$ cat src/hw/rtl/mth_pkg.sv
// package for the motion trail history block
// types, constants and controller command codes shared by all modules
// no dependencies
package mth_pkg;

  localparam int TRAIL_SEGMENTS = 32;
  localparam int DEPTH = TRAIL_SEGMENTS + 1;
  localparam int IDX_W = 6;
  localparam int CFG_IDX_W = 3;
  localparam int CFG_DATA_W = 32;

  // configuration register indexes
  localparam logic [CFG_IDX_W-1:0] REG_OFFSET_RIGHT = 3'd0;
  localparam logic [CFG_IDX_W-1:0] REG_OFFSET_UP    = 3'd1;
  localparam logic [CFG_IDX_W-1:0] REG_OFFSET_LOOK  = 3'd2;
  localparam logic [CFG_IDX_W-1:0] REG_HALF_HEIGHT  = 3'd3;

  // axis select code for the half height product
  localparam logic [1:0] AX_HALF = 2'd3;

  typedef struct packed {
    logic signed [31:0] right_x;
    logic signed [31:0] right_y;
    logic signed [31:0] right_z;
    logic signed [31:0] up_x;
    logic signed [31:0] up_y;
    logic signed [31:0] up_z;
    logic signed [31:0] look_x;
    logic signed [31:0] look_y;
    logic signed [31:0] look_z;
    logic signed [31:0] pos_x;
    logic signed [31:0] pos_y;
    logic signed [31:0] pos_z;
  } in_word_t;

  typedef struct packed {
    logic [IDX_W-1:0]   point_index;
    logic signed [31:0] top_x;
    logic signed [31:0] top_y;
    logic signed [31:0] top_z;
    logic signed [31:0] bottom_x;
    logic signed [31:0] bottom_y;
    logic signed [31:0] bottom_z;
    logic               last_point;
  } out_word_t;

  typedef struct packed {
    logic signed [31:0] x;
    logic signed [31:0] y;
    logic signed [31:0] z;
  } point_t;

  typedef enum logic [3:0] {
    OP_NONE,
    OP_LOAD,
    OP_SQ,
    OP_ACC,
    OP_SQRT_INIT,
    OP_SQRT,
    OP_DIV_INIT,
    OP_DIV,
    OP_CINIT,
    OP_MULN,
    OP_ADD,
    OP_SAT,
    OP_PUSH,
    OP_EMIT,
    OP_ROTATE
  } op_t;

  typedef struct packed {
    op_t              op;
    logic [1:0]       ax;
    logic [1:0]       comp;
    logic             last_step;
    logic [IDX_W-1:0] idx;
    logic             last;
  } cmd_t;

endpackage

$ cat src/hw/rtl/mth_ctrl.sv
// controller state machine for the motion trail history block
// sequences normalization, center math, history push and emission
// depends on mth_pkg
module mth_ctrl (
  input  logic          clk,
  input  logic          rst,
  input  logic          in_valid,
  output logic          in_ready,
  output logic          out_valid,
  input  logic          out_ready,
  output mth_pkg::cmd_t cmd
);

  typedef enum logic [3:0] {
    S_IDLE, S_SQ, S_ACC, S_SQRT_INIT, S_SQRT, S_DIV_INIT, S_DIV,
    S_CINIT, S_MUL, S_ADD, S_SAT, S_PUSH, S_EMIT, S_WAIT
  } state_t;

  state_t                    state;
  logic [1:0]                ax;
  logic [1:0]                comp;
  logic [4:0]                step;
  logic [mth_pkg::IDX_W-1:0] idx;

  localparam logic [4:0] SQRT_LAST = 5'd31;
  localparam logic [4:0] DIV_LAST  = 5'd16;
  localparam logic [mth_pkg::IDX_W-1:0] IDX_LAST = mth_pkg::IDX_W'(mth_pkg::DEPTH - 1);

  assign in_ready  = (state == S_IDLE);
  assign out_valid = (state == S_WAIT);

  always_comb begin
    cmd.ax        = ax;
    cmd.comp      = comp;
    cmd.idx       = idx;
    cmd.last      = (idx == IDX_LAST);
    cmd.last_step = (state == S_DIV) && (step == DIV_LAST);
    unique case (state)
      S_IDLE:      cmd.op = in_valid ? mth_pkg::OP_LOAD : mth_pkg::OP_NONE;
      S_SQ:        cmd.op = mth_pkg::OP_SQ;
      S_ACC:       cmd.op = mth_pkg::OP_ACC;
      S_SQRT_INIT: cmd.op = mth_pkg::OP_SQRT_INIT;
      S_SQRT:      cmd.op = mth_pkg::OP_SQRT;
      S_DIV_INIT:  cmd.op = mth_pkg::OP_DIV_INIT;
      S_DIV:       cmd.op = mth_pkg::OP_DIV;
      S_CINIT:     cmd.op = mth_pkg::OP_CINIT;
      S_MUL:       cmd.op = mth_pkg::OP_MULN;
      S_ADD:       cmd.op = mth_pkg::OP_ADD;
      S_SAT:       cmd.op = mth_pkg::OP_SAT;
      S_PUSH:      cmd.op = mth_pkg::OP_PUSH;
      S_EMIT:      cmd.op = mth_pkg::OP_EMIT;
      S_WAIT:      cmd.op = out_ready ? mth_pkg::OP_ROTATE : mth_pkg::OP_NONE;
      default:     cmd.op = mth_pkg::OP_NONE;
    endcase
  end

  always_ff @(posedge clk) begin
    if (rst) begin
      state <= S_IDLE;
      ax    <= '0;
      comp  <= '0;
      step  <= '0;
      idx   <= '0;
    end else begin
      unique case (state)
        S_IDLE: begin
          if (in_valid) begin
            state <= S_SQ;
            ax    <= '0;
            comp  <= '0;
          end
        end
        S_SQ: state <= S_ACC;
        S_ACC: begin
          if (comp == 2'd2) begin
            state <= S_SQRT_INIT;
            comp  <= '0;
          end else begin
            state <= S_SQ;
            comp  <= comp + 2'd1;
          end
        end
        S_SQRT_INIT: begin
          state <= S_SQRT;
          step  <= '0;
        end
        S_SQRT: begin
          if (step == SQRT_LAST) state <= S_DIV_INIT;
          step <= step + 5'd1;
        end
        S_DIV_INIT: begin
          state <= S_DIV;
          step  <= '0;
        end
        S_DIV: begin
          step <= step + 5'd1;
          if (step == DIV_LAST) begin
            if (comp == 2'd2) begin
              comp <= '0;
              if (ax == 2'd2) begin
                ax    <= '0;
                state <= S_CINIT;
              end else begin
                ax    <= ax + 2'd1;
                state <= S_SQ;
              end
            end else begin
              comp  <= comp + 2'd1;
              state <= S_DIV_INIT;
            end
          end
        end
        S_CINIT: begin
          state <= S_MUL;
          ax    <= '0;
        end
        S_MUL: state <= (ax == mth_pkg::AX_HALF) ? S_SAT : S_ADD;
        S_ADD: begin
          ax    <= ax + 2'd1;
          state <= S_MUL;
        end
        S_SAT: begin
          if (comp == 2'd2) begin
            state <= S_PUSH;
          end else begin
            comp  <= comp + 2'd1;
            state <= S_CINIT;
          end
        end
        S_PUSH: begin
          state <= S_EMIT;
          idx   <= '0;
        end
        S_EMIT: state <= S_WAIT;
        S_WAIT: begin
          if (out_ready) begin
            if (idx == IDX_LAST) begin
              state <= S_IDLE;
            end else begin
              idx   <= idx + 1'b1;
              state <= S_EMIT;
            end
          end
        end
        default: state <= S_IDLE;
      endcase
    end
  end

  a_no_overlap: assert property (@(posedge clk) disable iff (rst)
    !(in_ready && out_valid))
    else $error("input taken while a word is pending");

  a_hold_word: assert property (@(posedge clk) disable iff (rst)
    out_valid && !out_ready |=> out_valid && $stable(idx))
    else $error("pending word dropped");

  a_done_idle: assert property (@(posedge clk) disable iff (rst)
    out_valid && out_ready && cmd.last |=> in_ready)
    else $error("not idle after oldest pair");

  a_idx_range: assert property (@(posedge clk) disable iff (rst)
    out_valid |-> idx <= IDX_LAST)
    else $error("point index past oldest entry");

endmodule

$ cat config.mk
export PLATFORM = sky130hd
export DESIGN_NAME = mth_ctrl
export DESIGN_NICKNAME = d
export VERILOG_FILES = /design/src/hw/rtl/mth_pkg.sv /design/src/hw/rtl/mth_ctrl.sv
export SDC_FILE = /design/constraint.sdc
export NUM_CORES = 1
export LEC_CHECK = 0
export BUFFER_PORTS_ARGS = -buffer_cell sky130_fd_sc_hd__buf_2
export CORE_MARGIN = 2
export CORE_UTILIZATION = 50
export DETAILED_ROUTE_END_ITERATION = 10
export PLACE_DENSITY = 0.79
export SYNTH_ARGS = -nofsm -noshare
export SYNTH_HDL_FRONTEND = slang
export SYNTH_SLANG_ARGS = --single-unit
$ cat constraint.sdc
create_clock -name clk -period 2.9 [get_ports clk]
set_input_delay 0.145 -clock clk [delete_from_list [all_inputs] [get_ports clk]]
set_output_delay 0.145 -clock clk [all_outputs]
set_load 0.02 [all_outputs]
After elaboration in Yosys (flattened, before gate mapping). Index checks and enable logic that the tools add are counted.

Add/sub/neg operators: 4. Eq/ne operators: 26. Muxes and demuxes: 27. Reduce and logical (&&, ||, !) cells: 13.

Operators with widths (number): 4-bit one-hot mux with 14 select lines (1); 4-bit one-hot mux with 13 select lines (1); 4-bit two-way mux (8); 4-bit == test (second input constant) (6); 2-bit two-way mux (9); 4-bit by 3-bit == test with 1-bit output (second input constant) (4); 2-bit one-hot mux with 4 select lines (2); 6-bit two-way mux (2); 6-bit one-hot mux with 2 select lines (1); 4-bit AND reduction (3); 5-bit == test (second input constant) (2); 5-bit one-hot mux with 2 select lines (1); 4-bit by 2-bit == test with 1-bit output (second input constant) (2); 2-bit != test (second input constant) (4); 4-bit nonzero test (2); 6-bit by 1-bit adder with 6-bit output (second input constant) (1); 2-bit == test (second input constant) (3); 6-bit == test (second input constant) (1); 2-bit by 1-bit != test with 1-bit output (second input constant) (3); 2-bit OR reduction (3); 5-bit by 1-bit adder with 5-bit output (second input constant) (1); 2-bit by 1-bit adder with 2-bit output (second input constant) (2); 4-bit by 1-bit == test with 1-bit output (second input constant) (1); 4-bit zero test (1); other kinds (5) (6).

Register bits: 19. Input bits: 4. Output and inout bits: 18.

Longest topological paths before layout.
Depth after elaboration: 5. Gate-level depth with buffers: 7.

Worst setup path before layout. Ideal clock, no wire load.

Path kind: flip-flop to flip-flop. From: register idx[0] (netlist name). To: register idx[3] (netlist name). Arrival: 1.603 ns. Required time: 2.828 ns. Setup slack: 1.226 ns. Cell stages (with the launch flop): 7. Period minus slack after synthesis: 1.674 ns. Path through: dfxtp_1 > inv_1 > ha_1 > and4bb_2 > a21o_4 > a21oi_2 > mux2i_1.

Longest elaborated chain between the ends: 4. Elaborated cells on any way between the ends: 7. Those cells by class: add/sub: 1; eq/ne: 2; mux: 3; reduce/logical: 1.

RTL lines: start: declaration (line mth_ctrl.sv:23) `logic [mth_pkg::IDX_W-1:0] idx;`; start signal: assignment (line mth_ctrl.sv:140) `idx <= idx + 1'b1;`; 6-bit by 1-bit adder with 6-bit output (line mth_ctrl.sv:140); 6-bit two-way mux (line mth_ctrl.sv:137) `if (idx == IDX_LAST) begin`; 6-bit two-way mux (line mth_ctrl.sv:136) `if (out_ready) begin`; 6-bit one-hot mux with 2 select lines (line mth_ctrl.sv:65) `unique case (state)`.

Parallel ways exist; a longest one is shown, timed or not. The select of a mux whose other input is x is not followed. A chain may end at the register's enable or synchronous reset.

==> flow_metrics.py <==
metrics = {
    "floorplan": {
        "die-area_mm2": 0.00385,
        "rows": 21,
        "pin_count": 22,
        "die_h_um": 62.0,
        "die_w_um": 62.0,
        "initial_core_util_pct": 51.2,
        "core_mm2": 0.00328,
    },
    "setup_path": {
        "r2r-end": "idx[2]",
        "slowest_stage": "dfxtp_1",
        "cp_num_buf_inv": 1,
        "r2r_start": "state[3]",
        "startpoint_type": "flop",
        "r2r_cells": 4,
        "path_cells": "or2_1 > nor4_1 > buf_2",
        "cp.required_ps": 2760,
        "cp-end-kind": "output port",
        "rrSetupSlack_ps": 930,
        "cp_slowest_stage_delay_ps": 1000,
        "crit_start": "state[3]",
        "cp_max_fo": 28,
        "crit_family": "flip-flops",
        "crit_type": "flop to output port",
        "cp.arrival_ps": 2050,
    },
    "cts": {
        "cts.clk_slew.worst_paths_ps": 120,
        "cts_tree": "yes",
        "holdBufCountCts": 0,
        "clockBufferDepth": 2,
        "clkSinkCount": 19,
        "postCtsSetupBuffers": 0,
        "cts_resized": 0,
        "cts_buffers": 3,
        "worst_skew_pair.late_latency_ps": 300,
        "cts_root_buffer": "clkbuf_4",
        "h-tree-depth": 1,
    },
    "logic_synthesis": {
        "synth_adder_area_share_pct": 8.92,
        "synthFlopType": "dfxtp_1",
        "syn_nets": 212,
        "synth.mux.area_fraction_pct": 4.83,
        "syn_area_mm2": 0.00168,
        "seq_area_frac_synth_pct": 22.6,
        "synthSimpleGateAreaFrac_pct": 28.5,
        "syn_inst": 196,
        "ys_warn_count": 0,
        "synth_compound_area_share_pct": 25.4,
        "synth_top_family_by_area": "simple AND/OR/NAND/NOR gates",
        "syn_avg_cell_area_um2": 8.59,
        "synth-xor-area-share_pct": 0,
        "ys_async_sr_fraction_pct": 0,
        "synth_cell_type_count": 60,
        "synth_seq_cells": 19,
        "synth_edf_count": 0,
    },
    "timing": {
        "worst_pin_slew_ps": 996,
        "final_hold_viol_count": 0,
        "fin_crit_sh_pct": 75.7,
        "max_freq_ghz": 0.456,
        "setup_tns_ps": 0,
        "finClkSkew_ps": 4.73,
        "relSlewSlack_pct": 33.5,
        "setup_viol": 0,
        "fin_ws_ps": 706,
        "rsz0062_at_grt": "no",
        "fin_crit_ps": 2190,
        "drv_slew": 0,
    },
    "layout": {
        "diodes": 0,
        "layout.cells.non_filler": 254,
        "drive_above_1_share_pct": 21.6,
        "nets": 225,
        "syn_to_final_growth_pct": 4.83,
    },
    "global_route": {
        "top_usage_layer": "met2",
        "grt.total_usage_pct": 20.9,
        "grt_pass1_vias": 1317,
        "grt_pass1_wl_um": 6100,
        "grt_overflow": 0,
        "antenna_found_initial": 0,
        "grt_use_met2_pct": 32.0,
        "grt_max_degree": 29,
        "met3_usage_pct": 2.28,
        "grt_use_met1_pct": 30.7,
    },
    "pwr": {
        "leakage_nw": 0.771,
        "max-vdd-ir-drop_uv": 168,
        "p_per_area_mw_per_mm2": 327,
    },
    "place": {
        "pre_cts_ws_ps": 981,
        "dpl.hpwl_um": 2480,
        "dp.cells": 250,
        "port_buffers": 21,
        "routabilityCongestion": 0.806,
    },
    "hold_path": {
        "hold_end": "step[4]",
        "hold_class": "input port to flop",
        "hold_path_depth": 2,
        "hold_start": "rst",
    },
    "outcome": {
        "status": "complete, no violations",
    },
    "detailed_routing": {
        "vias_per_cell": 5.73,
        "drc": 0,
        "antenna_left": 0,
        "dr.pass1.iters": 4,
        "route.vias.total": 1456,
        "wl_um": 3520,
        "wl_per_cell_um": 13.9,
        "first_iter_violations": 99,
    },
    "run": {
        "maxCapViolCount": 0,
    },
}
[state kept, by name, summed over array words and instances, names as in the netlist]
signal	count
state	4
ax	2
idx	6
step	5
comp	2
[area by class of cell]
| cell class | instances | area [um2] |
|---|---|---|
| Clock buffer | 4 | 26.3 |
| Fill cell | 315 | 1520 |
| Inverter | 15 | 56.3 |
| Multi-Input combinational cell | 149 | 1140 |
| Sequential cell | 19 | 380 |
| Tap cell | 46 | 57.6 |
| Timing Repair Buffer | 21 | 105 |
[placed cells by master (no fill, tap or decap), drive strengths merged, types with 4 or more instances in the layout]
| master | instances |
|---|---|
| a21oi | 13 |
| and3 | 4 |
| buf | 21 |
| clkbuf | 4 |
| dfxtp | 19 |
| ha | 12 |
| inv | 15 |
| mux2i | 7 |
| nand2 | 13 |
| nand2b | 5 |
| nand3 | 5 |
| nor2 | 12 |
| nor2b | 5 |
| nor3 | 6 |
| o211a | 4 |
| o21ai | 8 |
| or3 | 5 |
[cells by family after synthesis]
logic type,count (synthesis)
adders and majority gates,12
DFF,19
buffers and inverters,28
and+or+nand+nor,73
AOI/OAI and AO/OA,56
muxes,8
[how the worst max path moves through the flow]
stage,end,slack (ps),depth (start not counted)
finish,cmd[7],710,3
global route,cmd[7],580,3
CTS,cmd[12],730,4
detailed placement,idx[2],980,4
global placement,idx[3],1060,4
floorplan,idx[3],1230,6
[layer usage]
| layer | share of wire, % | up-vias |
|---|---|---|
| li1 | - | 744 |
| met1 | 51 | 685 |
| met2 | 46 | 25 |
| met3 | 3.2 | 2 |
| met4 | 0.54 | 0 |
| met5 | 0 | - |
[cells in the mapped netlist, types with 2 or more instances]
cell / number / area share, %
dfxtp_1: 19 / 23
inv_1: 14 / 3.1
nand2_1: 13 / 2.9
ha_1: 12 / 8.9
nor2_1: 11 / 2.5
a21oi_1: 7 / 2.1
buf_6: 7 / 4.7
mux2i_1: 7 / 4.2
a21oi_2: 6 / 3.1
nand2b_1: 5 / 1.9
nand3_1: 5 / 1.5
nor2b_1: 5 / 1.9
o21ai_0: 5 / 1.5
nor3_1: 4 / 1.2
o211a_1: 4 / 2.4
or3_1: 4 / 1.5
a31oi_1: 3 / 1.1
and3_1: 3 / 1.1
clkbuf_1: 3 / 0.67
o211ai_1: 3 / 1.3
o21ai_1: 3 / 0.89
o22ai_1: 3 / 1.1
a21o_1: 2 / 0.89
a22oi_1: 2 / 0.89
a32oi_1: 2 / 1.0
and4bb_2: 2 / 1.5
buf_2: 2 / 0.59
nand4b_4: 2 / 2.8
nand4bb_1: 2 / 1.3
nor3_2: 2 / 1.2
o2111ai_1: 2 / 1.0
o21a_1: 2 / 0.89
o221ai_1: 2 / 1.0
or2_1: 2 / 0.74
[power by group]
part / switching, mW / leakage (nW) / total [mW] / internal [mW]
Clock: 0.0880 / 0.0150 / 0.142 / 0.0537
Combinational: 0.0815 / 0.602 / 0.139 / 0.0579
Sequential: 0.0271 / 0.154 / 0.297 / 0.269
[stage by stage]
stage / hold WS [ps] / power (mW) / area, um2 / utilization [%]
2_1_floorplan: 315 / 0.418 / 1680 / -
3_3_place_gp: 479 / 0.438 / 1740 / 52.9
3_5_place_dp: 486 / 0.441 / 1740 / 52.9
4_1_cts: 190 / 0.585 / 1760 / 53.7
5_1_grt: 206 / 0.616 / 1760 / 53.7
6_report: 198 / 0.578 / 1760 / 53.7
Note: power is estimated with default switching activity, not from simulation.
